===== config.mk =====
export PLATFORM = sky130hd
export DESIGN_NAME = lzsd_engine
export DESIGN_NICKNAME = d
export VERILOG_FILES = /design/src/rtl/lzsd_pkg.sv /design/src/rtl/lzsd_engine.sv
export SDC_FILE = /design/constraint.sdc
export NUM_CORES = 1
export LEC_CHECK = 0
export BUFFER_PORTS_ARGS = -buffer_cell sky130_fd_sc_hd__buf_4
export CAP_MARGIN = 10
export CORE_AREA = 2 2 134 136
export CTS_CLUSTER_DIAMETER = 60
export DETAILED_ROUTE_END_ITERATION = 16
export DIE_AREA = 0 0 136 138
export PLACE_DENSITY = 0.56
export REMOVE_ABC_BUFFERS = 1
export SETUP_SLACK_MARGIN = 0.15
export SYNTH_ARGS = -nofsm -noshare
export SYNTH_HDL_FRONTEND = slang
export SYNTH_SLANG_ARGS = --single-unit

===== constraint.sdc =====
create_clock -name clock -period 3.8 [get_ports clock]
set_clock_uncertainty 0.15 [all_clocks]
set_input_delay 0.76 -clock clock [delete_from_list [all_inputs] [get_ports clock]]
set_output_delay 0.76 -clock clock [all_outputs]
set_load 0.05 [all_outputs]

===== src/rtl/lzsd_pkg.sv =====
// ----------------------------------------------------------------------------
// lzsd_pkg
// Shared types and constants of the LZSS byte stream decompressor.
// ----------------------------------------------------------------------------
`default_nettype none

package lzsd_pkg;

   // History window: the 12-bit distance field fixes it at 4 KiB
   localparam int unsigned WIN_SIZE = 4096;
   localparam int unsigned WIN_AW   = $clog2(WIN_SIZE);
   localparam int unsigned FILL_W   = WIN_AW + 1;

   // Output byte counter and limit
   localparam int unsigned COUNT_W     = 24;
   localparam logic [COUNT_W-1:0] LIMIT_RESET = 24'h001000;

   // Token layout
   localparam int unsigned RUN_W  = 5;
   localparam logic [RUN_W-1:0] RUN_MIN = 5'd3;

   // Register map
   localparam int unsigned CSR_IDX_W = 2;
   localparam logic [CSR_IDX_W-1:0] CSR_OUT_LIMIT   = 2'd0;
   localparam logic [CSR_IDX_W-1:0] CSR_TOKEN_ORDER = 2'd1;

   // Configuration seen by the engine
   typedef struct packed {
      logic [COUNT_W-1:0] out_limit;
      logic               big_endian;
   } cfg_type;

   // Access request from the engine to the window memory
   typedef struct packed {
      logic              rd_en;
      logic [WIN_AW-1:0] rd_addr;
      logic              wr_en;
      logic [WIN_AW-1:0] wr_addr;
      logic [7:0]        wr_data;
   } win_req_type;

endpackage

`default_nettype wire


===== src/rtl/lzsd_engine.sv =====
// ----------------------------------------------------------------------------
// lzsd_engine
// Token parser and copy sequencer: decodes flag, literal and token bytes,
// streams match bytes out of the window and drives the result register.
// ----------------------------------------------------------------------------
`default_nettype none

module lzsd_engine (
   input  wire logic                       clock,
   input  wire logic                       reset,
   input  wire lzsd_pkg::cfg_type          cfg,
   input  wire logic                       req_tvalid,
   output logic                            req_tready,
   input  wire logic [7:0]                 req_tdata,   // [7:0] in_byte
   input  wire logic                       req_tlast,
   output logic                            rsp_tvalid,
   input  wire logic                       rsp_tready,
   output logic [7:0]                      rsp_tdata,   // [7:0] out_byte
   output logic                            rsp_tlast,
   output logic                            rsp_tuser,   // [0] limit_reached
   output lzsd_pkg::win_req_type           win_req,
   input  wire logic [7:0]                 win_rdata
);

   typedef enum logic {
      ST_IDLE,
      ST_COPY
   } state_type;

   state_type                      state_ff, state_in;
   logic [8:0]                     flag_ff, flag_in;
   logic                           phase_ff, phase_in;
   logic [7:0]                     first_ff, first_in;
   logic [lzsd_pkg::COUNT_W-1:0]   count_ff, count_in;
   logic                           stopped_ff, stopped_in;
   logic [lzsd_pkg::RUN_W-1:0]     rem_ff, rem_in;
   logic                           pend_ff, pend_in;
   logic                           last_ff, last_in;
   logic [lzsd_pkg::WIN_AW-1:0]    src_ff, src_in;
   logic                           rsp_valid_ff, rsp_valid_in;
   logic [7:0]                     rsp_data_ff, rsp_data_in;
   logic                           rsp_last_ff, rsp_last_in;
   logic                           rsp_user_ff, rsp_user_in;

   logic                           out_free;
   logic                           accept;
   logic [15:0]                    tok;
   logic [lzsd_pkg::COUNT_W-1:0]   count_inc;
   logic                           lim_now;
   logic                           lim_next;
   logic                           emit;
   logic                           issue;
   logic                           restart;

   assign out_free   = !rsp_valid_ff || rsp_tready;
   assign req_tready = (state_ff == ST_IDLE) && out_free;
   assign accept     = req_tvalid && req_tready;
   assign tok        = cfg.big_endian ? {first_ff, req_tdata} : {req_tdata, first_ff};
   assign count_inc  = count_ff + 1'b1;
   assign lim_now    = count_ff >= cfg.out_limit;
   assign lim_next   = count_inc == cfg.out_limit;

   assign rsp_tvalid = rsp_valid_ff;
   assign rsp_tdata  = rsp_data_ff;
   assign rsp_tlast  = rsp_last_ff;
   assign rsp_tuser  = rsp_user_ff;

   // Next-state logic
   always_comb begin
      state_in     = state_ff;
      flag_in      = flag_ff;
      phase_in     = phase_ff;
      first_in     = first_ff;
      count_in     = count_ff;
      stopped_in   = stopped_ff;
      rem_in       = rem_ff;
      pend_in      = pend_ff;
      last_in      = last_ff;
      src_in       = src_ff;
      rsp_valid_in = rsp_valid_ff && !rsp_tready;
      rsp_data_in  = rsp_data_ff;
      rsp_last_in  = rsp_last_ff;
      rsp_user_in  = rsp_user_ff;
      emit         = 1'b0;
      issue        = 1'b0;
      restart      = 1'b0;

      win_req         = '0;
      win_req.rd_addr = src_ff;
      win_req.wr_addr = count_ff[lzsd_pkg::WIN_AW-1:0];
      win_req.wr_data = req_tdata;

      unique case (state_ff)
         ST_IDLE: begin
            if (accept) begin
               restart = req_tlast;
               if (stopped_ff) begin
                  // rest of the stream is dropped
               end else if (flag_ff[8:1] == '0) begin
                  flag_in  = {1'b1, req_tdata};
                  phase_in = 1'b0;
               end else if (flag_ff[0]) begin
                  // literal
                  if (lim_now) begin
                     stopped_in = 1'b1;
                  end else begin
                     win_req.wr_en = 1'b1;
                     rsp_valid_in  = 1'b1;
                     rsp_data_in   = req_tdata;
                     rsp_last_in   = 1'b1;
                     rsp_user_in   = lim_next;
                     count_in      = count_inc;
                     flag_in       = flag_ff >> 1;
                     phase_in      = 1'b0;
                  end
               end else if (!phase_ff) begin
                  first_in = req_tdata;
                  phase_in = 1'b1;
               end else begin
                  // second token byte: start a match run
                  flag_in  = flag_ff >> 1;
                  phase_in = 1'b0;
                  if (lim_now) begin
                     stopped_in = 1'b1;
                  end else begin
                     state_in = ST_COPY;
                     rem_in   = {1'b0, tok[15:12]} + lzsd_pkg::RUN_MIN;
                     src_in   = count_ff[lzsd_pkg::WIN_AW-1:0] + tok[11:0];
                     last_in  = req_tlast;
                     pend_in  = 1'b0;
                     restart  = 1'b0;
                  end
               end
            end
         end

         ST_COPY: begin
            emit  = pend_ff && out_free;
            issue = (rem_ff != '0) && (!pend_ff || emit) && !(emit && lim_next);

            // emit the pending window byte
            if (emit) begin
               win_req.wr_en   = 1'b1;
               win_req.wr_data = win_rdata;
               rsp_valid_in    = 1'b1;
               rsp_data_in     = win_rdata;
               rsp_last_in     = (rem_ff == '0) || lim_next;
               rsp_user_in     = lim_next;
               count_in        = count_inc;
               pend_in         = 1'b0;
               if (rem_ff == '0 || lim_next) begin
                  // a cut-short run counts as a failed emit
                  stopped_in = lim_next && (rem_ff != '0);
                  state_in   = ST_IDLE;
                  restart    = last_ff;
               end
            end

            // fetch the next source byte
            if (issue) begin
               win_req.rd_en = 1'b1;
               src_in        = src_ff + 1'b1;
               rem_in        = rem_ff - 1'b1;
               pend_in       = 1'b1;
            end
         end

         default: begin
            state_in = ST_IDLE;
         end
      endcase

      // stream end returns the parser to its start state
      if (restart) begin
         flag_in    = 9'h001;
         phase_in   = 1'b0;
         first_in   = 8'h00;
         count_in   = '0;
         stopped_in = 1'b0;
      end
   end

   // State and registered outputs
   always_ff @(posedge clock) begin
      if (reset) begin
         state_ff     <= ST_IDLE;
         flag_ff      <= 9'h001;
         phase_ff     <= 1'b0;
         first_ff     <= 8'h00;
         count_ff     <= '0;
         stopped_ff   <= 1'b0;
         rem_ff       <= '0;
         pend_ff      <= 1'b0;
         last_ff      <= 1'b0;
         rsp_valid_ff <= 1'b0;
      end else begin
         state_ff     <= state_in;
         flag_ff      <= flag_in;
         phase_ff     <= phase_in;
         first_ff     <= first_in;
         count_ff     <= count_in;
         stopped_ff   <= stopped_in;
         rem_ff       <= rem_in;
         pend_ff      <= pend_in;
         last_ff      <= last_in;
         rsp_valid_ff <= rsp_valid_in;
      end
      src_ff      <= src_in;
      rsp_data_ff <= rsp_data_in;
      rsp_last_ff <= rsp_last_in;
      rsp_user_ff <= rsp_user_in;
   end

endmodule

`default_nettype wire


==> out/metrics.yaml <==
clock_tree:
  cts_max_level: 3
  cts_tree: "done"
  path_clk_slew_ns: 0.06
  clk_path_buf_depth: 2
  root_buffer: "clkbuf_16"
  cts_buffers: 9
  insertion_delay_ns: 0.35
  clock_sinks: 74
placement:
  port_buffers: 91
  postPlaceCellArea_um2: 7143
  dp_hpwl_um: 12180
  gp_congestion: 0.8129
  dp_slack_ns: -0.4244
critical_path:
  endpoint_kind: "output pin"
  r2r_end: "src_ff[7]"
  reg2regPathDepth: 13
  reg2reg_slack_ns: 0.25
  rr_startpoint: "count_ff[1]"
  cp.required_ns: 2.89
  startpoint_type: "register"
  worstPathMaxFanout: 3
  critPathKind: "reg -> out"
  crit_arrival_ns: 3.15
drt:
  ant_nets: 0
  drt-vias-per-instance: 5.054
  first_pass_iters: 4
  drt-initial-drc-count: 377
  wire_per_inst_um: 15.42
  drc: 0
  wirelength_um: 16330
  vias: 5352
timing:
  worst_hold_slack_ns: 0.3559
  timing.fmax_mhz: 246.6
  tightest_slew_ns: 0.8722
  finalSetupViolations: 1
  fin_crit_sh: 1.067
  period_needed_ns: 4.056
  relSlewSlack: 0.4164
  grt_setup_unrepaired: "yes"
  hold_viol_final: 0
  fin_ws_ns: -0.2555
  slew_violations: 0
floorplan:
  io_pins: 92
  die_x_um: 136
  core-area_um2: 17530
  dieHeight_um: 138
  rows: 49
  die_area_um2: 18770
  initial_core_util: 0.3420
global_routing:
  grt_max_degree: 44
  grt-ovfl-total: 0
  grt_pass1_wl_um: 26700
  grt_antenna_before_repair: 0
  grt_pass1_vias: 5196
  grt_usage: 0.1788
synth:
  syn_avg_cell_area_um2: 8.411
  synth-seq-cells: 74
  yosysSeqAreaShare: 0.2837
  netlist_area_um2: 5997
  synth_edf_count: 22
  synth.distinct_cells: 60
  synthesis.instances: 713
  yosys_warnings: 0
  synthArstFlopShare: 0
  synth_area_leaders: "dfxtp_1, edfxtp_1, ha_1, xnor2_1, xor2_1"
  synth_top_area_share: 0.1736
  synth_ff_type: "dfxtp_1"
  synth_area_leader_cell: "dfxtp_1"
min_path:
  hold_path_end: "last_ff"
  worstHoldStart: "last_ff"
  whs_path_depth: 2
  min_path_type: "reg -> reg"
cells_and_area:
  multi_input_comb_area_um2: 3913
  seqCellArea_um2: 1705
  num-fill-cells: 1787
  layout_commonest_cell: "buf_4"
  drive_above_1_share: 0.2916
  design_area_um2: 7582
  layout_common_cells: "buf_4, nand2_1, dfxtp_1, ha_1"
  area_delta_synth_final_pct: 26.43
  diodes: 0
  nNetsFinal: 912
pwr:
  power_mw: 2.344
  p_switching_mw: 0.7388
  pwr-share-clk: 0.369
  combPwrFrac: 0.256
  p_int_mw: 1.605
  p_seq_frac: 0.375
  powerDensity_nw_per_um2: 309.1
  p_leak_nw: 3.195
  ir_worst_vdd_v: 0.0002101
  swShare: 0.3152
status:
  failed_checks: "setup timing"
  status: "complete, but fails checks"
job:
  max_cap_viol_count: 0
[worst max-delay path, stage by stage (launching register included)]
cell and delay, ns:
dfxtp_2 0.35, ha_4 0.14, and4_4 0.23, nand4_1 0.11, buf_6 0.15, or4_4 0.46
o211ai_1 0.10, o21ai_1 0.09, a211o_1 0.31, or4_4 0.56, nand2_2 0.09, a21oi_2 0.05
buf_6 0.16
[cells by family after synthesis]
| logic type | share of synthesized area |
|---|---|
| compound gates | 0.1531 |
| xor+xnor | 0.1022 |
| flops | 0.2837 |
| fa+ha+maj | 0.08679 |
| simple gates | 0.2364 |
| buf+inv | 0.07720 |
| mux | 0.06050 |
[metal layers]
| layer | vias up | global-route usage | part of all wire | wire (µm) |
|---|---|---|---|---|
| li1 | 2758 | - | - | - |
| met1 | 2455 | 0.2427 | 0.47 | 7728 |
| met2 | 118 | 0.2854 | 0.47 | 7605 |
| met3 | 21 | 0.04034 | 0.043 | 698 |
| met4 | 0 | 0.04825 | 0.018 | 297 |
| met5 | - | 0 | 0 | 0 |
[area by class of cell]
| cell class | instances | area share |
|---|---|---|
| multi-input combinational | 545 | 0.5160 |
| sequential | 74 | 0.2249 |
| timing repair buffer | 156 | 0.1625 |
| tap | 229 | 0.03779 |
| clock buffer | 10 | 0.03020 |
| inverter | 39 | 0.01997 |
| clock inverter | 6 | 0.008581 |
[how the worst max path moves through the flow]
stage | from | to | cells past startpoint
after detailed placement | cfg[9] | win_req[33] | 11
after floorplan | state_ff | count_ff[9] | 8
after global routing | count_ff[1] | win_req[33] | 12
after CTS | count_ff[0] | win_req[33] | 12
final | count_ff[1] | win_req[33] | 12
after global placement | cfg[9] | win_req[33] | 11
[per-stage QoR]
stage                     cells  TNS [ns]  utilization
after floorplan             658    -43.67            -
final                      1059   -0.2555       0.4324
after detailed placement   1038    -10.59       0.4074
after CTS                  1057   -0.2988       0.4276
after global routing       1059   -0.3587       0.4324
after global placement     1038    -7.455       0.4074
[power by group through the flow]
stage | Clock [mW] | Sequential [mW] | Combinational [mW]
floorplan | 0 | 0.965 | 0.299
global placement | 0 | 0.893 | 0.592
detailed placement | 0 | 0.893 | 0.590
CTS | 0.888 | 0.878 | 0.600
global route | 0.924 | 0.882 | 0.654
finish | 0.866 | 0.878 | 0.600
[flip-flops by register name, indices dropped and copies added, names as in the netlist, 5 cells and up]
name       cells
rem_ff         5
first_ff       8
rsp_tdata      8
count_ff      24
src_ff        12
flag_ff        9
[timing repair]
action	4_1_cts	5_1_grt
setup buffers	3	2
endpoints found under the hold margin	0	0
pin swaps	10	9
hold buffers	0	0
setup endpoints to repair	14	14
resized for setup	12	15
[cell usage after synthesis (3+ instances only)]
cell      instances
and3_1            4
nand4_1          14
o21a_1            5
buf_1             6
a21o_1            4
nand3_1          35
nor2b_1          10
xnor2_1          37
o32ai_1           4
nor4_1            6
nor3_1           33
a31oi_1          11
edfxtp_1         22
a21oi_1          31
buf_6             7
ha_1             40
and4_1            5
a22o_1            7
o311ai_0          3
xor2_1           33
nor2_1           31
and2_1            6
o31ai_1           5
inv_1            38
nand3b_1          3
mux2i_1          16
dfxtp_1          52
o211ai_1          3
a211o_1           3
buf_2             6
o21ai_0          29
a21boi_0         10
mux2_2           18
nand2_1          76
nand2b_1          8
clkbuf_1         23
or2_2             3
a211oi_1          5
or3_1             4
nor3_2           20
buf_4            13
Power figures use the tool's default switching activity.
